$ cat src/rtl/core/isu_pkg.sv
package isu_pkg;

    localparam int MAX_VERTICES_DEF = 8192;
    localparam int COORD_WIDTH_DEF  = 16;
    localparam int IDX_W            = 13;
    localparam int QUEUE_DEPTH      = 4;

    typedef enum logic [1:0] {
        OP_CLEAR  = 2'd0,
        OP_ADD    = 2'd1,
        OP_SUBDIV = 2'd2,
        OP_READ   = 2'd3
    } op_t;

    typedef enum logic [1:0] {
        ST_OK        = 2'd0,
        ST_FULL      = 2'd1,
        ST_UNWRITTEN = 2'd2,
        ST_ZERO      = 2'd3
    } status_t;

    typedef enum logic [2:0] {
        N_IDLE,
        N_SQUARE,
        N_SQRT,
        N_DIV,
        N_DONE
    } norm_state_t;

    typedef enum logic [3:0] {
        B_IDLE,
        B_DECODE,
        B_RD_WAIT,
        B_NORM_ADD,
        B_CORNER,
        B_MID_START,
        B_MID_WAIT,
        B_WRITE,
        B_EMIT
    } back_state_t;

endpackage

$ cat src/rtl/core/isu_front.sv
module isu_front #(
    parameter int COORD_WIDTH = isu_pkg::COORD_WIDTH_DEF
) (
    input  logic                          clk,
    input  logic                          rst_n,
    input  logic                          push,
    output logic                          full,
    input  logic [1:0]                    operation,
    input  logic [COORD_WIDTH-1:0]        coord_x,
    input  logic [COORD_WIDTH-1:0]        coord_y,
    input  logic [COORD_WIDTH-1:0]        coord_z,
    input  logic [isu_pkg::IDX_W-1:0]     index_a,
    input  logic [isu_pkg::IDX_W-1:0]     index_b,
    input  logic [isu_pkg::IDX_W-1:0]     index_c,
    output logic                          item_valid,
    output isu_pkg::op_t                  item_op,
    output logic [3*COORD_WIDTH+3*isu_pkg::IDX_W-1:0] item_data,
    input  logic                          item_pop
);

    localparam int PW = 3*COORD_WIDTH + 3*isu_pkg::IDX_W;
    localparam int DEPTH = isu_pkg::QUEUE_DEPTH;
    localparam int PTRW = $clog2(DEPTH);

    isu_pkg::op_t     op_mem [DEPTH];
    logic [PW-1:0]    data_mem [DEPTH];
    logic [PTRW-1:0]  wr_ptr_reg;
    logic [PTRW-1:0]  rd_ptr_reg;
    logic [PTRW:0]    count_reg;
    logic             wr_en;
    logic             rd_en;
    isu_pkg::op_t     op_dec;

    // classify the raw opcode on entry
    always_comb
    begin
        unique case (operation)
            2'd0:    op_dec = isu_pkg::OP_CLEAR;
            2'd1:    op_dec = isu_pkg::OP_ADD;
            2'd2:    op_dec = isu_pkg::OP_SUBDIV;
            default: op_dec = isu_pkg::OP_READ;
        endcase
    end

    assign full       = (count_reg == (PTRW+1)'(DEPTH));
    assign item_valid = (count_reg != '0);
    assign wr_en      = push && !full;
    assign rd_en      = item_pop && item_valid;
    assign item_op    = op_mem[rd_ptr_reg];
    assign item_data  = data_mem[rd_ptr_reg];

    always_ff @(posedge clk)
    begin
        if (wr_en)
        begin
            op_mem[wr_ptr_reg]   <= op_dec;
            data_mem[wr_ptr_reg] <= {coord_x, coord_y, coord_z, index_a, index_b, index_c};
        end
    end

    always_ff @(posedge clk or negedge rst_n)
    begin
        if (!rst_n)
        begin
            wr_ptr_reg <= '0;
            rd_ptr_reg <= '0;
            count_reg  <= '0;
        end
        else
        begin
            if (wr_en)
                wr_ptr_reg <= wr_ptr_reg + 1'b1;
            if (rd_en)
                rd_ptr_reg <= rd_ptr_reg + 1'b1;
            if (wr_en && !rd_en)
                count_reg <= count_reg + 1'b1;
            else if (rd_en && !wr_en)
                count_reg <= count_reg - 1'b1;
        end
    end

endmodule

$ cat config.mk
export PLATFORM = sky130hd
export DESIGN_NAME = isu_front
export DESIGN_NICKNAME = d
export VERILOG_FILES = /design/src/rtl/core/isu_pkg.sv /design/src/rtl/core/isu_front.sv
export SDC_FILE = /design/constraint.sdc
export NUM_CORES = 1
export LEC_CHECK = 0
export BUFFER_PORTS_ARGS = -buffer_cell sky130_fd_sc_hd__buf_2
export CORE_MARGIN = 5
export CORE_UTILIZATION = 41
export DETAILED_ROUTE_END_ITERATION = 16
export SLEW_MARGIN = 10
export SYNTH_ARGS = -nofsm -noshare
export SYNTH_HDL_FRONTEND = slang
export SYNTH_SLANG_ARGS = --single-unit
$ cat constraint.sdc
create_clock -name clk -period 8.03 [get_ports clk]
set_input_delay 1.606 -clock clk [delete_from_list [all_inputs] [get_ports clk]]
set_output_delay 1.606 -clock clk [all_outputs]
set_load 0.02 [all_outputs]
# [Word-level counts from Yosys, hierarchy flattened]
# Memories as Yosys holds them, arrays and structs flattened.
# Index checks and enable logic that the tools add are counted.
[word_totals] register_bits=7 latchBits=0 mem_bits_rw=356 romBits=0 in_bits=93 out_inout_bits=91 word_cells=27 memories=2
[classes] n_addsub=4 n_mul=0 n_div=0 n_lt_le_gt_ge=0 eq_ne=3 shifts=0 n_mux=5 n_bitwise=0 n_reduce_logical=10
[memory_table] memory="data_mem" depth=4 word_bits=87 rd=1 rd_ports_with_merged_regs=0 wr=1 line_no="isu_front.sv:26" source="logic [PW-1:0] data_mem [DEPTH];"
[memory_table] memory="op_mem" depth=4 word_bits=2 rd=1 rd_ports_with_merged_regs=0 wr=1 line_no="isu_front.sv:25" source="isu_pkg::op_t op_mem [DEPTH];"
[ops] cell="$mux 3" count=2
[ops] cell="$pmux 2 s3" count=1
[ops] cell="$add 2x1->2 const B" count=2
[ops] cell="$logic_and 1x1->1" count=4
[ops] cell="$add 3x1->3 const B" count=1
[ops] cell="$eq 3x3->1 const B" count=1
[ops] cell="$logic_not 1->1" count=3
[ops] cell="$reduce_bool 3->1" count=1
[ops] cell="$sub 3x1->3 const B" count=1
[ops] cell="$eq 2x1->1 const B" count=1
[ops] cell="$eq 2x2->1 const B" count=1
[ops] cell="$logic_not 2->1" count=1
[ops] cell="$mux 1" count=2
[ops] cell="$reduce_bool 2->1" count=1

# [Logic depth before layout (Yosys ltp)]
[logic_depth] word_depth=7 depth_mapped=9 depth_no_buf=8

# [Least setup slack after synthesis]
# No wires, ideal clock.
[synth_path] path_kind="in2reg" from="in push" to="mem data_mem[0][0] in the netlist's numbering (enable)" setup_ns=0.457 arrival_ns=3.949 required_ns=7.573 setup_slack_ns=3.623 path_stages=3 path_buffers=1 cell_sequence="nor2b_1 > buf_6 > and2_1"
[synth_between] elab_chain_cells=3
[synth_lines] item="start, declared" line_no="isu_front.sv:6" source="input logic push,"
[synth_lines] item="$logic_and 1x1->1" line_no="isu_front.sv:47" source="assign wr_en = push && !full;"
[synth_lines] item="via wr_en" line_no="isu_front.sv:30" source="logic wr_en;"
[synth_lines] item="$mux 1" line_no="isu_front.sv:54" source="if (wr_en)"
[synth_lines] item="$mux 1 (not written as such)" line_no="isu_front.sv:57" source="data_mem[wr_ptr_reg] <= {coord_x, coord_y, coord_z, index_a, index_b, index_c};"
[synth_lines] item="end, declared" line_no="isu_front.sv:26"
# The timed path passes the listed nets, and every way through them passes these cells.

# [Worst setup path after layout]
[layout_path] from="reg rd_ptr_reg[0]" to="out item_data[36] in the netlist's numbering"
[layout_between] elab_chain_cells=1
[layout_lines] item="start, declared" line_no="isu_front.sv:28" source="logic [PTRW-1:0] rd_ptr_reg;"
[layout_lines] item="start signal, assigned" line_no="isu_front.sv:74" source="rd_ptr_reg <= rd_ptr_reg + 1'b1;"
[layout_lines] item="$mem_v2 4x87"
[layout_lines] item="end, declared" line_no="isu_front.sv:17" source="output logic [3*COORD_WIDTH+3*isu_pkg::IDX_W-1:0] item_data,"
# Every way passes these cells.

==> run summary <==
Reg2reg setup slack: 5.13 ns
Total gr overflow: 0
Port Buffers: 183
Area leader, netlist: edfxtp_1
Worst Setup SP: rd_ptr_reg[0]$_DFFE_PN0P_
Hold Crit Start: count_reg[2]$_DFFE_PN0P_
Final HPWL DP: 15,100 um
GPL Wtd Cong: 0.688
Mapped Cells: 502
CP required: 6.42 ns
Critical path's top delay family: buffers and inverters
CTS max path bufs: 3
Hold_buf cts: 0
Period minus WS final: 4.95 ns
Worst Tran Pin Value: 1.06 ns
Top-Level Pins: 184
Vias/cell: 4.98
Initial antenna violation count: 3
Clk_lat worst skew: 0.52 ns
Relative slew margins: 29.1%
Placed instance count: 1,110
Critical Path Max Stage Delay: 1.04 ns
Clk pin slew, worst setup/hold paths: 0.06 ns
Max-cap viol count: 0
RSZ-0062 raised after global routing: false
Worst Path Buf+Inv: 2
Ys flop type: edfxtp_1
Core area: 32,400 um2
Std-Cell Rows: 66
Met1 Use GR: 17.2%
Die H: 191 um
H-tree depth: 2
Setup violators final: 0
CP max-delay cell: dfrtp_4
Period utilisation layout: 61.6%
Finished Layout Cells: 1,182
Worst setup SP type: register
Top cell type's share of synthesized area: 80.0%
Post-synth ARST share: 1.93%
Area of the multi-input gates: 2230 um2
Netlist cell types: 20
Worst-path cell chain: buf_4 > mux4_2 > buf_2
Largest cells by area after synthesis: edfxtp_1 80%, mux4_2 15%, buf_12 1.3%
Setup CP Type: reg2out
CTS tree: done
DIE AREA: 36,300 um2
Clk_skew: 0.0101 ns
Post-synth top cells: 356 x edfxtp_1, 89 x mux4_2, 9 x buf_12, 9 x buf_2, 7 x dfrtp_1
Area Growth Syn to Fin: 19.1%
WL final: 25,500 um
VDD IR max: 0.000199 V
Final hold viol count: 0
Worst Hold Class: reg2reg
Worst r2r src: count_reg[2]$_DFFE_PN0P_
Iter 0 DRT Violations: 221
CP max FO: 46
Outcome: completed
Dpl cell area: 14,600 um2
Share of layout cells above drive strength 1: 46.7%
CP Capture Type: output port
WL/cell: 21.5 um
Design Area, Final: 15,900 um2
Yosys reg bits: 363
Fin Setup TNS: 0 ns
Max-slew violations: 0
Post-synthesis sequential area ratio: 81.3%
Fmax: 0.202 GHz
Synth warn: 0
Die X-Extent: 191 um
Postcts setup bufs: 0
Lkg Pwr: 5.39 nW
Root Driver: clkbuf_16
Synthesized area: 13,400 um2
Remaining routing DRC violations: 0
Setup WS pre-CTS: 3.47 ns
Reg area: 10,900 um2
Num CTS Buffers: 39
First-pass GRT wire length: 38,600 um
PD cells: 393 nW/um2
Resize count post-CTS: 0
GRT Total Usage: 14.0%
PnR worst setup slack: 3.08 ns
Routed Antenna Nets: 0
Max reg flops: 348
Crit path DAT: 3.34 ns
Routing usage on met2: 24.7%
GR Util met3: 3.68%
# clock sinks: 363
Vias in the first global route: 6,633
Most frequent cell after synthesis: edfxtp_1
Grt peak-use layer: met2
DRT Pass-1 Iters: 4
Tot Pwr: 6.26 mW
NumNets Final: 808
Via count: 5,891
Largest net degree at the start of global routing: 67
Syn Nets: 601
Average size of a mapped cell: 26.6 um2
Filler instances: 2,682
Initial cell density of the core: 41.3%
Post-synth EDFFs: 356
-- final timing paths --
path | endpoint | cells after the start
max reg2reg | data_mem[1][1]$_DFFE_PP_ | 4
min in group asynchronous | count_reg[1]$_DFFE_PN0P_ | 1
max | item_data[36] | 3
min | count_reg[2]$_DFFE_PN0P_ | 1
max in group asynchronous | rd_ptr_reg[1]$_DFFE_PN0P_ | 1
min reg2reg | count_reg[2]$_DFFE_PN0P_ | 1
-- metrics by stage --
stage	util [%]	hold slack, ns
final	49.2	0.487
after global routing	49.1	0.511
after CTS	49.1	0.492
after detailed placement	45.2	0.480
after global placement	45.2	0.465
after floorplan	-	0.445
-- logic make-up (layout without fill, tap and decap cells) --
group	count (synthesis)	count (layout)	share of synthesized area, %
mux	91	91	15.2
simple gates	10	10	0.468
xor+xnor	6	6	0.393
other cells	0	1	0
flops	363	363	81.3
buf+inv	26	263	2.02
fa+ha+maj	6	6	0.618
-- power breakdown --
| group | leakage [nW] | switching [mW] | internal, mW | total (mW) |
|---|---|---|---|---|
| sequential | 3.34 | 0.179 | 2.51 | 2.69 |
| combinational | 1.43 | 1.08 | 0.743 | 1.82 |
| clock | 0.618 | 0.683 | 1.07 | 1.75 |
| total | 5.39 | 1.94 | 4.32 | 6.26 |
-- per-layer routing --
metal / vias up / routed length (um)
li1: 2580 / -
met1: 3115 / 10100
met2: 149 / 13300
met3: 41 / 1480
met4: 6 / 541
met5: - / 40
-- cells in the final DEF (no fill, tap or decap), types with 5 or more instances in the layout --
| master | instances |
|---|---|
| buf_4 | 6 |
| edfxtp_1 | 356 |
| ha_1 | 5 |
| clkinv_2 | 6 |
| bufinv_16 | 5 |
| buf_2 | 183 |
| clkbuf_16 | 39 |
| dfrtp_1 | 5 |
| mux4_2 | 89 |
| clkbuf_1 | 8 |
| clkinv_1 | 5 |
-- area by class of cell --
type	instances	area share, %
clock inverter	23	1.61
timing repair buffer	189	6.04
antenna	1	0.0157
clock buffer	48	6.41
inverter	3	0.0708
sequential	363	68.3
multi-input combinational	113	14.0
tap	442	3.48
Power figures use the tool's default switching activity.
