==> src/rtl/core/isu_pkg.sv <==
package isu_pkg;

    localparam int MAX_VERTICES_DEF = 8192;
    localparam int COORD_WIDTH_DEF  = 16;
    localparam int IDX_W            = 13;
    localparam int QUEUE_DEPTH      = 4;

    typedef enum logic [1:0] {
        OP_CLEAR  = 2'd0,
        OP_ADD    = 2'd1,
        OP_SUBDIV = 2'd2,
        OP_READ   = 2'd3
    } op_t;

    typedef enum logic [1:0] {
        ST_OK        = 2'd0,
        ST_FULL      = 2'd1,
        ST_UNWRITTEN = 2'd2,
        ST_ZERO      = 2'd3
    } status_t;

    typedef enum logic [2:0] {
        N_IDLE,
        N_SQUARE,
        N_SQRT,
        N_DIV,
        N_DONE
    } norm_state_t;

    typedef enum logic [3:0] {
        B_IDLE,
        B_DECODE,
        B_RD_WAIT,
        B_NORM_ADD,
        B_CORNER,
        B_MID_START,
        B_MID_WAIT,
        B_WRITE,
        B_EMIT
    } back_state_t;

endpackage

==> src/rtl/core/isu_outq.sv <==
module isu_outq #(
    parameter int WIDTH = 8
) (
    input  logic             clk,
    input  logic             rst_n,
    input  logic             wr,
    input  logic [WIDTH-1:0] wr_data,
    output logic             full,
    output logic             empty,
    input  logic             pop,
    output logic [WIDTH-1:0] rd_data
);

    localparam int DEPTH = isu_pkg::QUEUE_DEPTH;
    localparam int PTRW = $clog2(DEPTH);

    logic [WIDTH-1:0] data_mem [DEPTH];
    logic [PTRW-1:0]  wr_ptr_reg;
    logic [PTRW-1:0]  rd_ptr_reg;
    logic [PTRW:0]    count_reg;
    logic             wr_en;
    logic             rd_en;

    assign full    = (count_reg == (PTRW+1)'(DEPTH));
    assign empty   = (count_reg == '0);
    assign wr_en   = wr && !full;
    assign rd_en   = pop && !empty;
    assign rd_data = data_mem[rd_ptr_reg];

    always_ff @(posedge clk)
    begin
        if (wr_en)
            data_mem[wr_ptr_reg] <= wr_data;
    end

    always_ff @(posedge clk or negedge rst_n)
    begin
        if (!rst_n)
        begin
            wr_ptr_reg <= '0;
            rd_ptr_reg <= '0;
            count_reg  <= '0;
        end
        else
        begin
            if (wr_en)
                wr_ptr_reg <= wr_ptr_reg + 1'b1;
            if (rd_en)
                rd_ptr_reg <= rd_ptr_reg + 1'b1;
            if (wr_en && !rd_en)
                count_reg <= count_reg + 1'b1;
            else if (rd_en && !wr_en)
                count_reg <= count_reg - 1'b1;
        end
    end

endmodule

==> config.mk <==
export PLATFORM = sky130hd
export DESIGN_NAME = isu_outq
export DESIGN_NICKNAME = d
export VERILOG_FILES = /design/src/rtl/core/isu_pkg.sv /design/src/rtl/core/isu_outq.sv
export SDC_FILE = /design/constraint.sdc
export NUM_CORES = 1
export LEC_CHECK = 0
export ABC_CLOCK_PERIOD_IN_PS = 3600
export BUFFER_PORTS_ARGS = -buffer_cell sky130_fd_sc_hd__buf_2
export CORE_MARGIN = 5
export CORE_UTILIZATION = 60
export CTS_BUF_LIST = sky130_fd_sc_hd__clkbuf_2 sky130_fd_sc_hd__clkbuf_4 sky130_fd_sc_hd__clkbuf_8
export CTS_CLUSTER_SIZE = 16
export DETAILED_ROUTE_END_ITERATION = 8
export PLACE_DENSITY = 0.95
export SLEW_MARGIN = 10
export SYNTH_ARGS = -nofsm -noshare
export SYNTH_HDL_FRONTEND = slang
export SYNTH_SLANG_ARGS = --single-unit
==> constraint.sdc <==
create_clock -name clk -period 3.6 [get_ports clk]
set_clock_uncertainty 0.2 [all_clocks]
set_input_delay 0.36 -clock clk [delete_from_list [all_inputs] [get_ports clk]]
set_output_delay 0.36 -clock clk [all_outputs]
set_load 0.05 [all_outputs]
# Word level (Yosys, flattened, before mapping)
# Memories as Yosys holds them, arrays and structs flattened.
# Cells that the tools add are included.
dict set report word_totals {
  reg_bits 7
  ram_bits 32
  in_bits 12
  output_inout_bits 10
  word_cells 23
  memories 1
}
# memory words width read_ports rd_ports_with_merged_regs wr line
set mem_list {}
lappend mem_list {data_mem 4 8 1 0 1 isu_outq.sv:17} ;# logic [WIDTH-1:0] data_mem [DEPTH];
dict set report classes {
  add_sub_neg 4
  eq_ne 1
  n_mux 4
  n_reduce_logical 10
}
# operator n
set op_table {}
lappend op_table {{$mux W3} 2}
lappend op_table {{$add A2 B1 Y2 const B} 2}
lappend op_table {{$logic_and A1 B1 Y1} 4}
lappend op_table {{$logic_not A1 Y1} 4}
lappend op_table {{$add A3 B1 Y3 const B} 1}
lappend op_table {{$eq A3 B3 Y1 const B} 1}
lappend op_table {{$logic_not A3 Y1} 1}
lappend op_table {{$sub A3 B1 Y3 const B} 1}
lappend op_table {{$mux W1} 2}
lappend op_table {{$reduce_bool A2 Y1} 1}

# Longest topological paths before layout
# Gate-level depths: netlist (run 1).
dict set report depth {
  word_depth 7
  ltp_mapped 9
}

# Worst setup path before layout (run 1)
# Ideal clock, no wire load.
dict set report synth_path {
  kind {register to register}
  start {register count_reg[0]}
  end {register count_reg[2]}
  setup_ns 0.079
  arrival_time_ns 2.847
  t_required_ns 3.321
  path_slack_ns 0.474
  stages_incl_launch_ff 9
  n_path_buf 0
  synth_period_minus_slack_ns 3.126
  cell_sequence {dfrtp_1 > nor3_1 > nand2b_1 > ha_1 > inv_1 > fa_1 > xor2_1 > nor2_1 > xor2_1}
}
dict set report synth_between {
  elab_chain_len 6
}
# item line
set synth_rtl {}
lappend synth_rtl {{from (decl)} isu_outq.sv:20} ;# logic [PTRW:0] count_reg;
lappend synth_rtl {{from (signal assigned)} isu_outq.sv:51} ;# count_reg <= count_reg + 1'b1;
lappend synth_rtl {{from (signal assigned)} isu_outq.sv:53} ;# count_reg <= count_reg - 1'b1;
lappend synth_rtl {{$logic_not A3 Y1 (*)} isu_outq.sv:25} ;# assign empty = (count_reg == '0);
lappend synth_rtl {{via empty} isu_outq.sv:9} ;# output logic empty,
lappend synth_rtl {{$logic_not A1 Y1 (*)} isu_outq.sv:27} ;# assign rd_en = pop && !empty;
lappend synth_rtl {{$logic_and A1 B1 Y1 (*)} isu_outq.sv:27}
lappend synth_rtl {{$logic_not A1 Y1} isu_outq.sv:50} ;# if (wr_en && !rd_en)
lappend synth_rtl {{$logic_and A1 B1 Y1} isu_outq.sv:50}
lappend synth_rtl {{$mux W3 or $reduce_bool A2 Y1 (tied branches)} -}
# Mark *: on every way through the listed nets, which the timed path passes. The rest lies on a longest branch. The select of a mux whose other input is x is not followed.
# A chain may end at the register's enable or synchronous reset.

# Worst setup path in the final report (run 1)
dict set report layout_path {
  start {register rd_ptr_reg[0]}
  end {output rd_data[0]}
}
dict set report layout_between {
  elab_chain_len 1
}
# item line
set layout_rtl {}
lappend layout_rtl {{from (decl)} isu_outq.sv:19} ;# logic [PTRW-1:0] rd_ptr_reg;
lappend layout_rtl {{from (signal assigned)} isu_outq.sv:49} ;# rd_ptr_reg <= rd_ptr_reg + 1'b1;
lappend layout_rtl {{$mem_v2 Z4 W8} -}
lappend layout_rtl {{to (decl)} isu_outq.sv:11} ;# output logic [WIDTH-1:0] rd_data
# Every way passes these cells.

==> results of run 1 <==
[worst reg2reg max path: cells and delay by family, from the launching register on]
family	cells	cell delay (ps)
and+or+nand+nor	3	620
buffers and inverters	1	60
adders and majority gates	2	570
xor gates and xnor gates	2	320
DFF	1	470
[power breakdown]
| group | internal [mW] | leakage (nW) | switching, mW | total (mW) |
|---|---|---|---|---|
| Combinational | 0.249 | 0.262 | 0.412 | 0.661 |
| Sequential | 0.611 | 0.375 | 0.104 | 0.715 |
| Clock | 0.0912 | 0.0361 | 0.131 | 0.223 |
[cell families after synthesis]
group,after synthesis,share of synthesized area [%]
flip-flops,39,71.5
XOR/XNOR,6,3.31
multiplexers,10,13.0
buffers and inverters,6,1.97
AND/OR/NAND/NOR,10,5.04
adder cells (fa/ha/maj),6,5.20
[worst min-delay path by stage]
| stage | start | to |
|---|---|---|
| CTS | wr_data[7] | data_mem[1][7] |
| floorplan | rst_n | count_reg[0] |
| global route | wr_data[4] | data_mem[3][4] |
| detailed placement | rst_n | rd_ptr_reg[1] |
| finish | wr_data[6] | data_mem[3][6] |
| global placement | rst_n | rd_ptr_reg[0] |
[stage by stage]
stage,hold slack [ps],cells,util (%),power [mW]
after global placement,-2.42,125,68.5,1.36
after detailed placement,5.41,125,68.5,1.40
after CTS,21.9,134,71.2,1.62
final,30.6,134,71.2,1.60
after floorplan,-136,77,-,1.25
after global routing,9.30,134,71.2,1.69
[cell type report]
type / instances / area, sq um / area share (%)
Clock buffer: 7 / 52.6 / 2.95
Clock inverter: 1 / 5.00 / 0.281
Inverter: 3 / 11.3 / 0.633
Sequential cell: 39 / 1140 / 63.9
Multi-Input combinational cell: 32 / 422 / 23.7
Tap cell: 30 / 37.5 / 2.11
Timing Repair Buffer: 22 / 115 / 6.47
[layer usage]
layer | routed length (um) | vias up | track usage, % | part of all wire [%]
met5 | 0 | - | 0 | 0
met4 | 23 | 0 | 5.45 | 0.95
met3 | 142 | 4 | 7.13 | 5.9
met2 | 1320 | 17 | 25.5 | 55
met1 | 930 | 383 | 17.3 | 38
li1 | - | 343 | - | -
[layout by cell type, fill, tap and decap left out, types with 2 or more instances in the layout]
master,instances
sky130_fd_sc_hd__ha_1,5
sky130_fd_sc_hd__buf_2,21
sky130_fd_sc_hd__clkbuf_4,7
sky130_fd_sc_hd__dfrtp_1,7
sky130_fd_sc_hd__and2_2,4
sky130_fd_sc_hd__edfxtp_1,32
sky130_fd_sc_hd__xnor2_1,4
sky130_fd_sc_hd__xor2_1,2
sky130_fd_sc_hd__mux4_2,8
sky130_fd_sc_hd__inv_1,3
==> flow_summary_export.csv, run 1 <==
group,metric,value,unit
outcome,run_status,"finished clean",
worst_setup_path,reg2reg_from,"count_reg[0]",
synth,synth.cell_area,0.00159,sq mm
floorplanning,die_area,0.00378,sq mm
clock_network,clkSinkCount,39,
global_routing,global_route.usage.total,15.3,%
drt,routed_wire_length_per_instance,18.1,um
synth,synth-edff-count,32,
synth,post_synth.cell_area_avg,20.6,sq um
worst_setup_path,slowest_stage,"sky130_fd_sc_hd__dfrtp_1",
worst_setup_path,required,3040,ps
global_routing,grt_start_max_net_pins,12,
worst_setup_path,crit_arrival,1870,ps
synth,synth.ff_latch_count,39,
drt,drt_first_pass_iters,4,
sta,worst-slew-pin-transition,596,ps
global_routing,grt_pass1_wl,3820,um
sta,clock.fmax,411,MHz
clock_network,cts_buffer_depth,2,
worst_setup_path,worst_path_largest_cell_delay,730,ps
clock_network,cts_post_setup_buffers_inserted,0,
clock_network,cts_tree,"yes",
worst_setup_path,worstReg2RegEnd,"count_reg[2]",
drt,routed_wl,2420,um
global_routing,initial_antenna_violation_count,0,
power,vdd_ir_drop_max,0.671,mV
synth,netlist-cell-type-count,20,
cells_and_area,share_of_cells_above_drive_strength_1,43.3,%
worst_setup_path,criticalPathCategory,"register to output port",
worst_setup_path,crit_cells,2,
floorplanning,die_h,61.5,um
cells_and_area,final_nets,121,
synth,async_flop_share,17.9,%
synth,synthesis.yosys.warnings,0,
global_routing,grt_remaining_overflow,0,
sta,final.period_utilization,67.6,%
floorplanning,area_inside_the_core_boundary,0.00250,sq mm
cells_and_area,largest_register_ffs,32,
sta,finalWorstSetupSlack,1170,ps
clock_network,insertion_delay,330,ps
place,gpl.final_weighted_congestion,0.697,
cells_and_area,areaGrowthSynthToFinish,12.0,%
sta,total_count_of_max_transition_violations_in_the_final_report,0,
sta,rsz_0062_raised_after_global_routing,"false",
place,postPlaceCellArea,0.00171,sq mm
clock_network,post_cts_hold_buffer_count,1,
synth,ys_dominant_reg_cell,"sky130_fd_sc_hd__edfxtp_1",
floorplanning,initial_cell_density_of_the_core,63.6,%
worst_setup_path,worstSetupEndpoint,"rd_data[0]",
global_routing,vias_in_the_first_global_route,782,
floorplanning,rows,18,
sta,fin_tns_setup,0,ps
worst_setup_path,crit_start,"rd_ptr_reg[0]",
power,powerDensity,899,mW/mm^2
sta,slew_headroom,60.3,%
worst_setup_path,critical_path.cell_chain,"mux4_2, buf_2",
worst_setup_path,critical_path.max_fanout,10,
synth,synthesis.instances,77,
worst_hold_path,holdPathStages,1,
sta,final.min_clock_period,2430,ps
worst_setup_path,path_delay_family,"flip-flops",
sta,setup-violations-final,0,
drt,ant_nets,0,
sta,hold_viol_final,0,
cells_and_area,num_antenna_cells,0,
worst_hold_path,timing.hold.worst.class,"input pin to register",
floorplanning,die_width,61.5,um
clock_network,cts.repair.resized,0,
worst_setup_path,ff_to_ff_setup_slack,1300,ps
place,place_worst_setup_slack,1310,ps
floorplanning,pin_count,22,
synth,ys_seq_area_share,71.5,%
clock_network,clk_pin_slew,110,ps
place,port_buffer_count,21,
cells_and_area,fill_cell_count,146,
cells_and_area,post-route-cell-area,0.00178,sq mm
drt,route.detailed.drc,0,
worst_setup_path,reg2reg_depth,8,
drt,dr_vias,747,
worst_setup_path,count_of_buffering_cells_on_the_critical_path_with_inverters_included,1,
clock_network,cts_htree_levels,2,
drt,drt-initial-drc-count,13,
synth,synthDominantAreaCellType,"sky130_fd_sc_hd__edfxtp_1",
drt,routed_via_density,5.57,
synth,mappedNetlistNets,95,
synth,synth_largest_type_area_fraction,60.5,%
synth,netlist_top_cells_area,"sky130_fd_sc_hd__edfxtp_1 60%, sky130_fd_sc_hd__mux4_2 11%, sky130_fd_sc_hd__dfrtp_1 11%",
place,dpl.hpwl,1720,um
clock_network,clock_tree.root_cell,"sky130_fd_sc_hd__clkbuf_4",
worst_setup_path,critical_path.endpoint_type,"output port",
flow_run,maxCapViolCount,0,
synth,synth.most_common_cell,"sky130_fd_sc_hd__edfxtp_1",
synth,netlist_top_cells_count,"32 x sky130_fd_sc_hd__edfxtp_1, 8 x sky130_fd_sc_hd__mux4_2, 7 x sky130_fd_sc_hd__dfrtp_1",
worst_setup_path,kind_of_launch_point_of_the_worst_setup_path,"register",
clock_network,cts_made_buffers,5,
power,p_leak,0.673,nW
Power figures use the tool's default switching activity.
==> run 2: changes to the inputs <==
- ABC_CLOCK_PERIOD_IN_PS: 3600 -> 2230
- CORE_UTILIZATION: 60 -> 53
- PLACE_DENSITY: 0.95 -> 0.89
- clock period: 3.6 -> 2.23 ns (I/O delays scaled with it)
==> run 2 against run 1 <==
Against the previous run:
- hold slack lost 24 ps
- clock power increased to 2.6 times the previous value
- critical path depth rose by 6
==> flow_summary_export.csv, run 2 (synthesized netlist as in run 1, its figures left out) <==
group,metric,value,unit
place,place_worst_setup_slack,55.1,ps
drt,drt-initial-drc-count,52,
place,post_placement_cell_count,129,
drt,routed_via_density,5.34,
global_routing,grt_pass1_wl,4110,um
drt,ant_nets,0,
clock_network,cts_tree,"yes",
sta,clock.fmax,464,MHz
drt,dr_vias,811,
floorplanning,area_inside_the_core_boundary,0.00281,sq mm
clock_network,clkSinkCount,39,
worst_setup_path,required,2300,ps
place,gpl.final_weighted_congestion,0.664,
sta,setup-violations-final,0,
worst_setup_path,worst_path_largest_cell_delay,480,ps
clock_network,cts_buffer_depth,2,
cells_and_area,final_common_cell,"sky130_fd_sc_hd__edfxtp_1",
global_routing,initial_antenna_violation_count,0,
floorplanning,initial_cell_density_of_the_core,56.6,%
cells_and_area,share_of_cells_above_drive_strength_1,49.6,%
worst_setup_path,critical_path.max_fanout,4,
worst_setup_path,kind_of_launch_point_of_the_worst_setup_path,"register",
global_routing,grt_remaining_overflow,0,
worst_setup_path,critical_path.cell_chain,"nor3_4, nand2b_4, ha_4, inv_2, fa_1, xor2_1, nor2_1, xor2_1",
sta,final.period_utilization,96.7,%
drt,drt_first_pass_iters,4,
floorplanning,rows,19,
cells_and_area,final-instance-count-excl-fill,152,
sta,final.min_clock_period,2160,ps
worst_setup_path,slowest_stage,"sky130_fd_sc_hd__dfrtp_2",
place,dpl.hpwl,1740,um
worst_setup_path,worstReg2RegEnd,"count_reg[2]",
global_routing,vias_in_the_first_global_route,844,
power,vdd_ir_drop_max,0.768,mV
outcome,run_status,"finished clean",
clock_network,cts_made_buffers,5,
sta,worst-slew-pin-transition,400,ps
worst_setup_path,reg2reg_depth,8,
floorplanning,pin_count,22,
global_routing,grt_start_max_net_pins,13,
sta,total_count_of_max_transition_violations_in_the_final_report,0,
floorplanning,die_area,0.00419,sq mm
worst_setup_path,reg2reg_from,"count_reg[0]",
cells_and_area,final_nets,138,
flow_run,maxCapViolCount,0,
clock_network,clk_pin_slew,120,ps
power,p_leak,0.776,nW
clock_network,clock_tree.root_cell,"sky130_fd_sc_hd__clkbuf_4",
place,port_buffer_count,21,
cells_and_area,areaGrowthSynthToFinish,27.0,%
drt,route.detailed.drc,0,
drt,routed_wire_length_per_instance,17.9,um
cells_and_area,num_antenna_cells,0,
global_routing,global_route.usage.total,13.9,%
sta,finalWorstSetupSlack,72.9,ps
sta,slew_headroom,73.3,%
cells_and_area,largest_register_ffs,32,
worst_setup_path,criticalPathCategory,"register to register",
power,powerDensity,1480,mW/mm^2
floorplanning,die_h,64.8,um
clock_network,insertion_delay,350,ps
floorplanning,die_width,64.8,um
worst_setup_path,worst_path_most_repeated_cell,"sky130_fd_sc_hd__xor2_1",
worst_hold_path,timing.hold.worst.class,"input pin to asynchronous set/reset pin",
worst_setup_path,critical_path.endpoint_type,"register",
worst_setup_path,ff_to_ff_setup_slack,70,ps
drt,routed_wl,2730,um
cells_and_area,layout.cells.most_common_list,"32 x sky130_fd_sc_hd__edfxtp_1, 21 x sky130_fd_sc_hd__buf_2, 10 x sky130_fd_sc_hd__dlygate4sd3_1",
worst_setup_path,crit_arrival,2230,ps
cells_and_area,fin_util,71.9,%
clock_network,cts_htree_levels,2,
sta,hold_viol_final,0,
==> run 2: cell type report <==
cell class | count | area (sq um)
clock buffers | 6 | 45.0
clock inverters | 2 | 60.1
multi-input cells | 32 | 458
inverters | 3 | 11.3
well taps | 31 | 38.8
flip-flops and latches | 39 | 1140
repair buffers | 39 | 265
fillers | 170 | 787
==> run 2: critical path, delay by kind of cell, from the launching register on <==
kind          cells  cell delay, ps
flops             1             480
buf+inv           1              40
simple gates      3             500
xor+xnor          2             330
fa+ha+maj         2             520
==> run 2: worst max-delay path by stage <==
stage	from	endpoint	slack, ps
after CTS	count_reg[1]	count_reg[2]	20
after floorplan	count_reg[1]	count_reg[1]	-160
after global placement	count_reg[1]	count_reg[2]	200
final	count_reg[0]	count_reg[2]	70
after detailed placement	count_reg[1]	count_reg[2]	60
after global routing	count_reg[0]	count_reg[2]	-20
==> run 2: per-layer routing <==
layer  share of wire (%)  GRT usage [%]
met4                 2.4           8.71
met1                  41           16.6
met5                   0              0
met2                  52           21.8
met3                 4.6           4.32
==> run 2: power breakdown <==
group / switching [mW] / internal [mW] / leakage (nW)
clock: 0.223 / 0.362 / 0.0559
sequential: 0.135 / 0.993 / 0.372
combinational: 0.759 / 0.520 / 0.348
==> run 2: what timing repair did <==
item / in CTS / in global routing
hold buffers: 10 / 0
gates resized for setup: 0 / 4
endpoints found under the setup margin: 0 / 1
setup buffers: 0 / 5
hold endpoints to repair: 40 / 0
==> run 2: metrics by stage <==
step,hold WS [ps],power [mW],TNS (ps),cell area [sq um]
floorplan,-273,2.06,-305,1620
global placement,-137,2.28,0,1760
detailed placement,-137,2.33,0,1760
CTS,5.16,2.93,0,1970
global route,-0.203,3.14,-21.6,2020
finish,6.37,2.99,0,2020
